### config.mk
export PLATFORM = sky130hd
export DESIGN_NAME = tapq_front
export DESIGN_NICKNAME = d
export VERILOG_FILES = /design/src/rtl/core/tapq_pkg.sv /design/src/rtl/core/tapq_front.sv
export SDC_FILE = /design/constraint.sdc
export NUM_CORES = 1
export LEC_CHECK = 0
export ABC_AREA = 1
export BUFFER_PORTS_ARGS = -buffer_cell sky130_fd_sc_hd__buf_2
export CORE_MARGIN = 2
export CORE_UTILIZATION = 58
export CTS_CLUSTER_SIZE = 10
export DETAILED_ROUTE_END_ITERATION = 6
export PLACE_DENSITY = 0.95
export SETUP_SLACK_MARGIN = 0.5
export SLEW_MARGIN = 25
export SYNTH_ARGS = -nofsm -noshare
export SYNTH_HDL_FRONTEND = slang
export SYNTH_SLANG_ARGS = --single-unit
### constraint.sdc
create_clock -name clk -period 8.4 [get_ports clk]
set_clock_uncertainty 0.05 [all_clocks]
set_input_delay 2.1 -clock clk [delete_from_list [all_inputs] [get_ports clk]]
set_output_delay 2.1 -clock clk [all_outputs]
set_load 0.05 [all_outputs]
### src/rtl/core/tapq_pkg.sv
// tapq_pkg: shared constants, request classes, queue entry and sequencer states
// for the tree ancestor path query block. No dependencies.
`default_nettype none
package tapq_pkg;

  localparam int MAX_NODES   = 1024;
  localparam int LIFT_LEVELS = 11;
  localparam int EDGE_CAP    = 2 * (MAX_NODES - 1);
  localparam int NODE_W      = 11;
  localparam int LVL_W       = 4;
  localparam int ANC_AW      = LVL_W + NODE_W;
  localparam int ANC_DEPTH   = LIFT_LEVELS * (1 << NODE_W);
  localparam int STK_AW      = 10;

  typedef enum logic [1:0] {
    CL_EDGE,
    CL_EDGE_DROP,
    CL_QUERY,
    CL_QUERY_BAD
  } tapq_cls_t;

  typedef struct packed {
    tapq_cls_t           cls;
    logic [NODE_W-1:0]   a;
    logic [NODE_W-1:0]   b;
    logic [31:0]         w;
  } tapq_item_t;

  typedef enum logic [4:0] {
    ST_CLEAR,
    ST_IDLE,
    ST_E_WA,
    ST_E_WB,
    ST_B_INIT,
    ST_B_HEAD,
    ST_B_EDGE,
    ST_B_TGT,
    ST_B_CHK,
    ST_B_POP,
    ST_B_POP2,
    ST_F_RD1,
    ST_F_RD2,
    ST_F_WR,
    ST_Q_START,
    ST_Q_DA,
    ST_Q_DB,
    ST_Q_UP,
    ST_Q_UPD,
    ST_Q_CMP,
    ST_Q_SUM,
    ST_Q_SB,
    ST_Q_SA,
    ST_Q_OUT
  } tapq_state_t;

endpackage
`default_nettype wire

### src/rtl/core/tapq_front.sv
// tapq_front: node count register, request classification and a two-entry
// queue towards the back end. Depends on tapq_pkg.
`default_nettype none
module tapq_front (
  input  wire                            clk,
  input  wire                            rst_n,
  input  wire                            start,
  output logic                           busy,
  input  wire                            in_mode,
  input  wire  [tapq_pkg::NODE_W-1:0]    in_node_a,
  input  wire  [tapq_pkg::NODE_W-1:0]    in_node_b,
  input  wire  [31:0]                    in_weight,
  input  wire                            cfg_we,
  input  wire  [tapq_pkg::NODE_W-1:0]    cfg_wdata,
  input  wire                            back_clearing,
  input  wire                            q_pop,
  output logic                           q_valid,
  output tapq_pkg::tapq_item_t           q_item
);

  logic [tapq_pkg::NODE_W-1:0] nc_r;
  logic [tapq_pkg::NODE_W-1:0] n_eff;
  tapq_pkg::tapq_item_t        q_mem_r [0:1];
  logic                        wp_r, rp_r;
  logic [1:0]                  cnt_r;
  logic                        push, bad;
  tapq_pkg::tapq_item_t        new_item;

  assign n_eff = (nc_r > tapq_pkg::NODE_W'(tapq_pkg::MAX_NODES)) ?
                 tapq_pkg::NODE_W'(tapq_pkg::MAX_NODES) : nc_r;
  assign bad   = (in_node_a == '0) || (in_node_b == '0) ||
                 (in_node_a > n_eff) || (in_node_b > n_eff);

  always_comb begin
    new_item.a = in_node_a;
    new_item.b = in_node_b;
    new_item.w = in_weight;
    if (in_mode) begin
      new_item.cls = bad ? tapq_pkg::CL_QUERY_BAD : tapq_pkg::CL_QUERY;
    end else begin
      new_item.cls = bad ? tapq_pkg::CL_EDGE_DROP : tapq_pkg::CL_EDGE;
    end
  end

  assign busy    = (cnt_r == 2'd2) || back_clearing;
  assign push    = start && !busy;
  assign q_valid = (cnt_r != 2'd0);
  assign q_item  = q_mem_r[rp_r];

  always_ff @(posedge clk) begin
    if (push) begin
      q_mem_r[wp_r] <= new_item;
    end
  end

  always_ff @(posedge clk) begin
    if (!rst_n) begin
      nc_r  <= tapq_pkg::NODE_W'(1);
      wp_r  <= 1'b0;
      rp_r  <= 1'b0;
      cnt_r <= 2'd0;
    end else begin
      if (cfg_we) begin
        nc_r <= cfg_wdata;
      end
      if (push) begin
        wp_r <= ~wp_r;
      end
      if (q_pop && q_valid) begin
        rp_r <= ~rp_r;
      end
      cnt_r <= cnt_r + 2'(push) - 2'(q_pop && q_valid);
    end
  end

endmodule
`default_nettype wire

### Word level (Yosys, flattened, before mapping)

Memories as Yosys holds them, arrays and structs flattened. A register that Yosys moved wholly into a read port is not among the register bits.
Cells that the tools add are included.

* memories kept: 1
* bits in writable memories: 112
* bits of input ports: 72
* register bits after elaboration: 15
* word-level logic and storage cells: 31
* output and inout bits: 58

* eq/ne operators: 1
* $lt $le $gt $ge: 3
* muxes and demuxes: 8
* $add $sub $neg: 2
* bitwise operators: 2
* reductions and logical operators: 10

Memories
* q_mem_r: depth 2, width 56, read ports 1, clocked after Yosys merged registers in 1, wr ports 1, line tapq_front.sv:23 `tapq_pkg::tapq_item_t q_mem_r [0:1];`

Operator list (count)
* greater-than comparator 11 bit: 2
* logical NOT 11 bit: 2
* greater-than comparator 11 bit, second input constant: 1
* 2-to-1 mux 11 bit: 1
* 2-to-1 mux 1 bit: 6
* logical OR 1 bit: 4
* adder 2 x 1 -> 2 bit: 1
* == test 2 bit, second input constant: 1
* logical AND 1 bit: 2
* 2-to-1 mux 2 bit: 1
* inverter 1 bit: 2
* nonzero test 2 bit: 1
* subtractor 2 x 1 -> 2 bit: 1
* logical NOT 1 bit: 1

### Longest topological paths before layout

Gate-level depths: netlist (run 1).

* depth after elaboration: 7
* gate-level depth with buffers: 15
* depth with buffers taken out: 15

### Least setup slack after synthesis (run 1)

OpenSTA, ideal clock, no wires.

* kind: input to register
* from: in back_clearing
* to: mem q_mem_r[0][0] (netlist name), enable pin
* library setup time: 0.470 ns
* stages on the path: 3
* path slack: 3.215 ns
* arrival: 4.665 ns
* path through: inv_1 > nand3_1 > nor2_1

* word-level cells in the longest chain between the ends: 5

Ends and longest elaborated chain
* start: declaration: line tapq_front.sv:15 `input wire back_clearing,`
* logical OR 1 bit: line tapq_front.sv:45 `assign busy = (cnt_r == 2'd2) || back_clearing;`
* logical NOT 1 bit: line tapq_front.sv:46 `assign push = start && !busy;`
* logical AND 1 bit: line tapq_front.sv:46
* 2-to-1 mux 1 bit: line tapq_front.sv:51 `if (push) begin`
* 2-to-1 mux 1 bit (not written as such): line tapq_front.sv:52 `q_mem_r[wp_r] <= new_item;`
* end: declaration: line tapq_front.sv:23

No other way between the ends.

### Worst setup path in the final report (run 1)

* from: in back_clearing
* to: out busy

* word-level cells in the longest chain between the ends: 1

Ends and longest elaborated chain
* logical OR 1 bit: line tapq_front.sv:45
* end: declaration: line tapq_front.sv:8 `output logic busy,`

No other way between the ends.

==> results of run 1 <==
[state kept, by name (all words and copies together) (netlist names), named ones only]
| name | cells |
|---|---|
| cnt_r | 2 |
| q_mem_r | 112 |
| wp_r | 1 |
| rp_r | 1 |
| nc_r | 11 |
[worst paths after layout]
kind	start	to	slack [ns]	cells after the start
worst min register to register	rp_r$_SDFFE_PN0P_	flip-flop	0.41	1
worst min-delay path	rp_r$_SDFFE_PN0P_	flip-flop	0.41	1
worst max-delay path	back_clearing	busy	3.74	4
worst max register to register	nc_r[1]$_SDFFE_PN0P_	q_mem_r[0][54]$_DFFE_PP_	6.09	15
[cells by family after synthesis]
family	after synthesis
AOI/OAI and AO/OA	29
xor gates and xnor gates	1
and+or+nand+nor	103
adders and majority gates	24
muxes	56
buffers and inverters	38
DFF	128
[layout by cell type, fill, tap and decap left out, types with 15 or more instances in the layout]
cell type	count
buf_2	129
edfxtp_1	112
nand2_1	54
mux2_4	40
nor2_1	36
inv_1	29
ha_1	24
mux2_2	16
clkbuf_16	16
o21ai_0	15
dfxtp_1	15
[layout make-up]
| class | count | share of cell area |
|---|---|---|
| Clock inverter | 14 | 0.02086 |
| Multi-Input combinational cell | 213 | 0.2426 |
| Timing Repair Buffer | 131 | 0.09661 |
| Tap cell | 129 | 0.02360 |
| Sequential cell | 128 | 0.5393 |
| Clock buffer | 18 | 0.06112 |
| Inverter | 29 | 0.01592 |
[metal layers]
metal / wire (um) / vias up
li1: - / 1642
met1: 4283 / 1628
met2: 5394 / 165
met3: 748 / 19
met4: 192 / 0
met5: 0 / -
[power groups by stage]
stage / clock, W / sequential (W) / combinational [W]
after CTS: 0.000690 / 0.000809 / 0.000563
after global routing: 0.000716 / 0.000814 / 0.000592
after floorplan: 0 / 0.000777 / 0.000490
final: 0.000679 / 0.000806 / 0.000560
after global placement: 0 / 0.000817 / 0.000546
after detailed placement: 0 / 0.000820 / 0.000559
[per-stage QoR]
stage | util | total power, W | hold slack [ns]
finish | 0.7400 | 0.002045 | 0.4091
global route | 0.7400 | 0.002122 | 0.4420
CTS | 0.7400 | 0.002061 | 0.4105
detailed placement | 0.6794 | 0.001379 | 0.3991
global placement | 0.6794 | 0.001363 | 0.3785
floorplan | - | 0.001268 | 0.3755
==> results.json, run 1 <==
{
  "finalHoldViolCount": 0,
  "pre_cts_ws_ns": 3.739,
  "yosysTopAreaCell": "edfxtp_1",
  "busiest_layer": "met2",
  "max_slew.worst_pin.slew_ns": 0.9527,
  "power_frac_comb": 0.274,
  "synth_area_leaders": "edfxtp_1 61%, mux2_4 11%, dfxtp_1 5.8%",
  "holdBufCountCts": 0,
  "drtIter0Drc": 190,
  "synth_top_area_frac": 0.6104,
  "io_pins": 130,
  "synth.most_common_cell": "edfxtp_1",
  "seqCellArea_um2": 3687,
  "grt_usage": 0.2131,
  "area_growth_pct": 24.09,
  "min_period_over_period": 0.5551,
  "yosys.area_share.simple": 0.07334,
  "fin_ws_ns": 3.737,
  "io_buffers": 129,
  "fmax_mhz": 214.5,
  "crit_path_max_fanout": 2,
  "slew_headroom": 0.3648,
  "setup_violations": 0,
  "drt-vias-per-instance": 5.218,
  "synth_mux_area_frac": 0.1417,
  "ys_async_sr_fraction": 0,
  "synthAdderAreaFrac": 0.05450,
  "ir_drop_mv": 0.2267,
  "antenna_found_initial": 0,
  "post-route-min-period_ns": 4.663,
  "met3_usage": 0.05521,
  "dp.cells": 630,
  "cp-start-kind": "input pin",
  "synth-xor-area-share": 0.001589,
  "fillers": 577,
  "hpwl_mm": 7.122,
  "clk_latency_ns": 0.51,
  "crit_path_end_kind": "primary output",
  "routedWlPerCell_um": 16.04,
  "grtUsageMet1": 0.2494,
  "synth.cell_area_um2": 5510,
  "instances_no_fill": 662,
  "leakage_nw": 2.879,
  "synth_warnings": 0,
  "cts_buffers": 17,
  "post_cts_resized": 0,
  "multi_input_area_um2": 1659,
  "cp_slowest_stage_delay_ns": 0.25,
  "h-tree-depth": 4,
  "cts_buffer_depth": 2,
  "crit_path_frequent_cell": "buf_2",
  "postSynthAreaPerCell_um2": 14.54,
  "setup_tns_ns": 0,
  "synth_cell_types": 20,
  "clockRootBuffer": "clkbuf_8",
  "globalRouteMet2Util": 0.3704,
  "status": "completed",
  "cts_setup_buffers": 0,
  "first_pass_iters": 4,
  "num-nets-final": 616,
  "core_um2": 9240,
  "grt_pass1_vias": 3470,
  "crit_chain": "buf_2 -> inv_1 -> nand2_1 -> buf_2",
  "place_area_um2": 6277,
  "cp.buffers_inverters": 3,
  "p_per_area_nw_per_um2": 299.0,
  "synth_ff_type": "edfxtp_1",
  "crit_family": "buffers and inverters",
  "grt_pass1_wl_mm": 16.48,
  "chipWidth_um": 101.5,
  "internal-power_w": 0.001361,
  "clkTransAtPathRegs_ns": 0.06,
  "synth_top_family_by_area": "multiplexers",
  "power.share.clock": 0.332,
  "swShare": 0.3346,
  "die_y_um": 101.5,
  "wl_mm": 10.62,
  "route.detailed.drc": 0,
  "rsz0062_at_grt": "false",
  "drtAntennaViolNets": 0,
  "synth-compound-area-share": 0.02725,
  "synth_nets": 475,
  "max-cap-violations": 0,
  "dieArea_um2": 10300,
  "synth_seq_cells": 128,
  "critPathSlowestCell": "buf_2",
  "synth_cells": 379,
  "p_sw_w": 0.0006842,
  "cp.required_ns": 6.25,
  "route.vias.total": 3454,
  "overflow": 0,
  "cts_tree": "yes",
  "ys_top_cells_by_count": "112 x edfxtp_1, 54 x nand2_1, 40 x mux2_4, 38 x nor2_1, 29 x inv_1",
  "worstHoldPathType": "reg2reg",
  "fin_area_um2": 6838,
  "antenna_cells": 0,
  "clock-sinks": 128,
  "synth_edf_count": 112,
  "seq_area_frac_synth": 0.6685,
  "gp_congestion": 0.8191,
  "drive_gt1_frac": 0.4128,
  "num_rows": 35,
  "initial_core_util": 0.5963,
  "seq_power_share": 0.394,
  "grt_max_degree": 57,
  "drv_slew": 0,
  "path_class": "in2out",
  "crit_arrival_ns": 2.51
}
No activity file was read; power rests on OpenSTA's default activity.
==> run 2, diff against run 1 <==
--- a/config.mk
+++ b/config.mk
@@ -8,10 +8,10 @@
 export ABC_AREA = 1
 export BUFFER_PORTS_ARGS = -buffer_cell sky130_fd_sc_hd__buf_2
 export CORE_MARGIN = 2
-export CORE_UTILIZATION = 58
+export CORE_UTILIZATION = 54
 export CTS_CLUSTER_SIZE = 10
 export DETAILED_ROUTE_END_ITERATION = 6
-export PLACE_DENSITY = 0.95
+export PLACE_DENSITY = 0.91
 export SETUP_SLACK_MARGIN = 0.5
 export SLEW_MARGIN = 25
 export SYNTH_ARGS = -nofsm -noshare
==> constraint.sdc (replaced) <==
create_clock -name clk -period 4.8 [get_ports clk]
set_clock_uncertainty 0.05 [all_clocks]
set_input_delay 1.2 -clock clk [delete_from_list [all_inputs] [get_ports clk]]
set_output_delay 1.2 -clock clk [all_outputs]
set_load 0.05 [all_outputs]
==> run 2 against run 1 <==
Against the previous run:
- non-clock buffer count is 1 higher
- worst hold slack improved by 0.039 ns
- final cell count increased by 0.91%
- sequential power up 75%
- utilization is 4.2 points lower
- via count shrank 2.3%
- final area grew 0.22%
- combinational power grew 74%
- critical path depth down 2
- sequential share of layout area down 0.12 points
- total power increased by 75%
- critical endpoint is now q_item[2]
==> results.json, run 2 (synthesis results as in run 1) <==
{
  "crit_arrival_ns": 2.16,
  "max_slew.worst_pin.slew_ns": 0.9623,
  "cts_tree": "yes",
  "hold_ws_ns": 0.4484,
  "io_pins": 130,
  "clock-sinks": 128,
  "finalHoldViolCount": 0,
  "path_class": "reg2out",
  "drv_slew": 0,
  "routedWlPerCell_um": 15.73,
  "fin_ws_ns": 1.393,
  "gp_congestion": 0.8420,
  "route.detailed.drc": 0,
  "drtAntennaViolNets": 0,
  "slew_headroom": 0.3584,
  "pre_cts_ws_ns": 1.917,
  "swShare": 0.3354,
  "regMostFlops": "q_mem_r",
  "regToRegSetupSlack_ns": 2.50,
  "dieArea_um2": 11030,
  "power_w": 0.003583,
  "seq_power_share": 0.394,
  "cp.buffers_inverters": 1,
  "crit_family": "flip-flops",
  "whs_path_depth": 2,
  "status": "completed",
  "critPathSlowestCell": "dfxtp_4",
  "wl_mm": 10.51,
  "first_pass_iters": 4,
  "num_rows": 36,
  "setup_violations": 0,
  "crit_path_end_kind": "primary output",
  "grt_max_degree": 57,
  "clkTransAtPathRegs_ns": 0.06,
  "core_um2": 9819,
  "p_per_area_nw_per_um2": 522.9,
  "route.vias.total": 3376,
  "io_buffers": 129,
  "p_sw_w": 0.001202,
  "overflow": 0,
  "setup_tns_ns": 0,
  "cp-start-kind": "flip-flop",
  "holdBufCountCts": 0,
  "crit_chain": "mux2_2 -> buf_2",
  "cp_slowest_stage_delay_ns": 0.96,
  "internal-power_w": 0.002381,
  "grt_usage": 0.1953,
  "drtIter0Drc": 176,
  "clk_latency_ns": 0.51,
  "worstHoldPathType": "reg2reg",
  "fmax_mhz": 293.5,
  "clockRootBuffer": "clkbuf_8",
  "cp.depth": 2,
  "num-nets-final": 617,
  "cp.required_ns": 3.55,
  "h-tree-depth": 4,
  "drt-vias-per-instance": 5.054,
  "top_regs": "q_mem_r: 112 flops, nc_r: 11 flops, cnt_r: 2 flops",
  "cts_setup_buffers": 0,
  "worstReg2RegStart": "nc_r[9]$_SDFFE_PN0P_",
  "rsz0062_at_grt": "false",
  "min_period_over_period": 0.7098,
  "grt_pass1_wl_mm": 16.42,
  "initial_core_util": 0.5612,
  "chipWidth_um": 105.0,
  "drive_gt1_frac": 0.4157,
  "grt_pass1_vias": 3446,
  "final_common_cell": "buf_2",
  "most-common-layout-cells": "129 x buf_2, 112 x edfxtp_1, 54 x nand2_1",
  "crit_path_max_fanout": 56,
  "leakage_nw": 2.883,
  "cts_buffers": 17,
  "die_y_um": 105.0,
  "post-route-min-period_ns": 3.407,
  "largest_reg_flops": 112,
  "area_growth_pct": 24.36,
  "hpwl_mm": 7.221,
  "post_cts_resized": 0,
  "ir_drop_mv": 0.3880,
  "cts_buffer_depth": 2,
  "worstHoldEndpoint": "cnt_r[1]$_SDFF_PN0_",
  "holdCritStartpoint": "cnt_r[1]$_SDFF_PN0_",
  "power_frac_comb": 0.272,
  "max-cap-violations": 0,
  "power.share.clock": 0.333,
  "antenna_found_initial": 1,
  "worst_r2r_path_depth": 13,
  "worstReg2RegEnd": "q_mem_r[0][54]$_DFFE_PP_"
}
[run 2: metal layers]
metal / share of wire / track usage / vias up
met4: 0.017 / 0.08952 / 0
met1: 0.40 / 0.2224 / 1598
met5: 0 / 0 / -
li1: - / - / 1640
met2: 0.51 / 0.3307 / 121
met3: 0.069 / 0.06800 / 17
[run 2: power by group through the flow]
stage | sequential, W | combinational [W] | clock (W)
finish | 0.00141 | 0.000976 | 0.00119
floorplan | 0.00136 | 0.000858 | 0
detailed placement | 0.00144 | 0.000979 | 0
CTS | 0.00142 | 0.000984 | 0.00122
global route | 0.00142 | 0.00103 | 0.00127
global placement | 0.00143 | 0.000957 | 0
[run 2: layout make-up]
class	count	area (um^2)
Antenna cell	1	2.502
Inverter	29	108.9
Clock inverter	14	142.6
Multi-Input combinational cell	213	1659
Timing Repair Buffer	132	668.1
Clock buffer	18	417.9
Tap cell	133	166.4
Sequential cell	128	3687
Fill cell	709	2967
[run 2: worst max path at each step]
stage,to,startpoint
global placement,busy,back_clearing
CTS,q_item[3],flip-flop
global route,q_item[2],flip-flop
detailed placement,q_item[3],flip-flop
finish,q_item[2],flip-flop
floorplan,q_mem_r[0][0]$_DFFE_PP_,back_clearing
[run 2: worst register-to-register path, stage by stage (launching register included)]
cell	delay [ns]
dfxtp_1	0.33
nor2_1	0.10
nand2_1	0.05
nor3_1	0.13
a21oi_1	0.11
inv_1	0.15
nand2_1	0.14
ha_1	0.33
nand2_1	0.06
nor2_1	0.11
and2_1	0.18
nand4_1	0.11
nand2_1	0.09
nand3_1	0.10
[run 2: per-stage QoR]
step	area, um^2	std cells	util
2_1_floorplan	5510	379	-
3_3_place_gp	6290	635	0.6405
3_5_place_dp	6290	635	0.6405
4_1_cts	6850	667	0.6976
5_1_grt	6853	668	0.6979
6_report	6853	668	0.6979
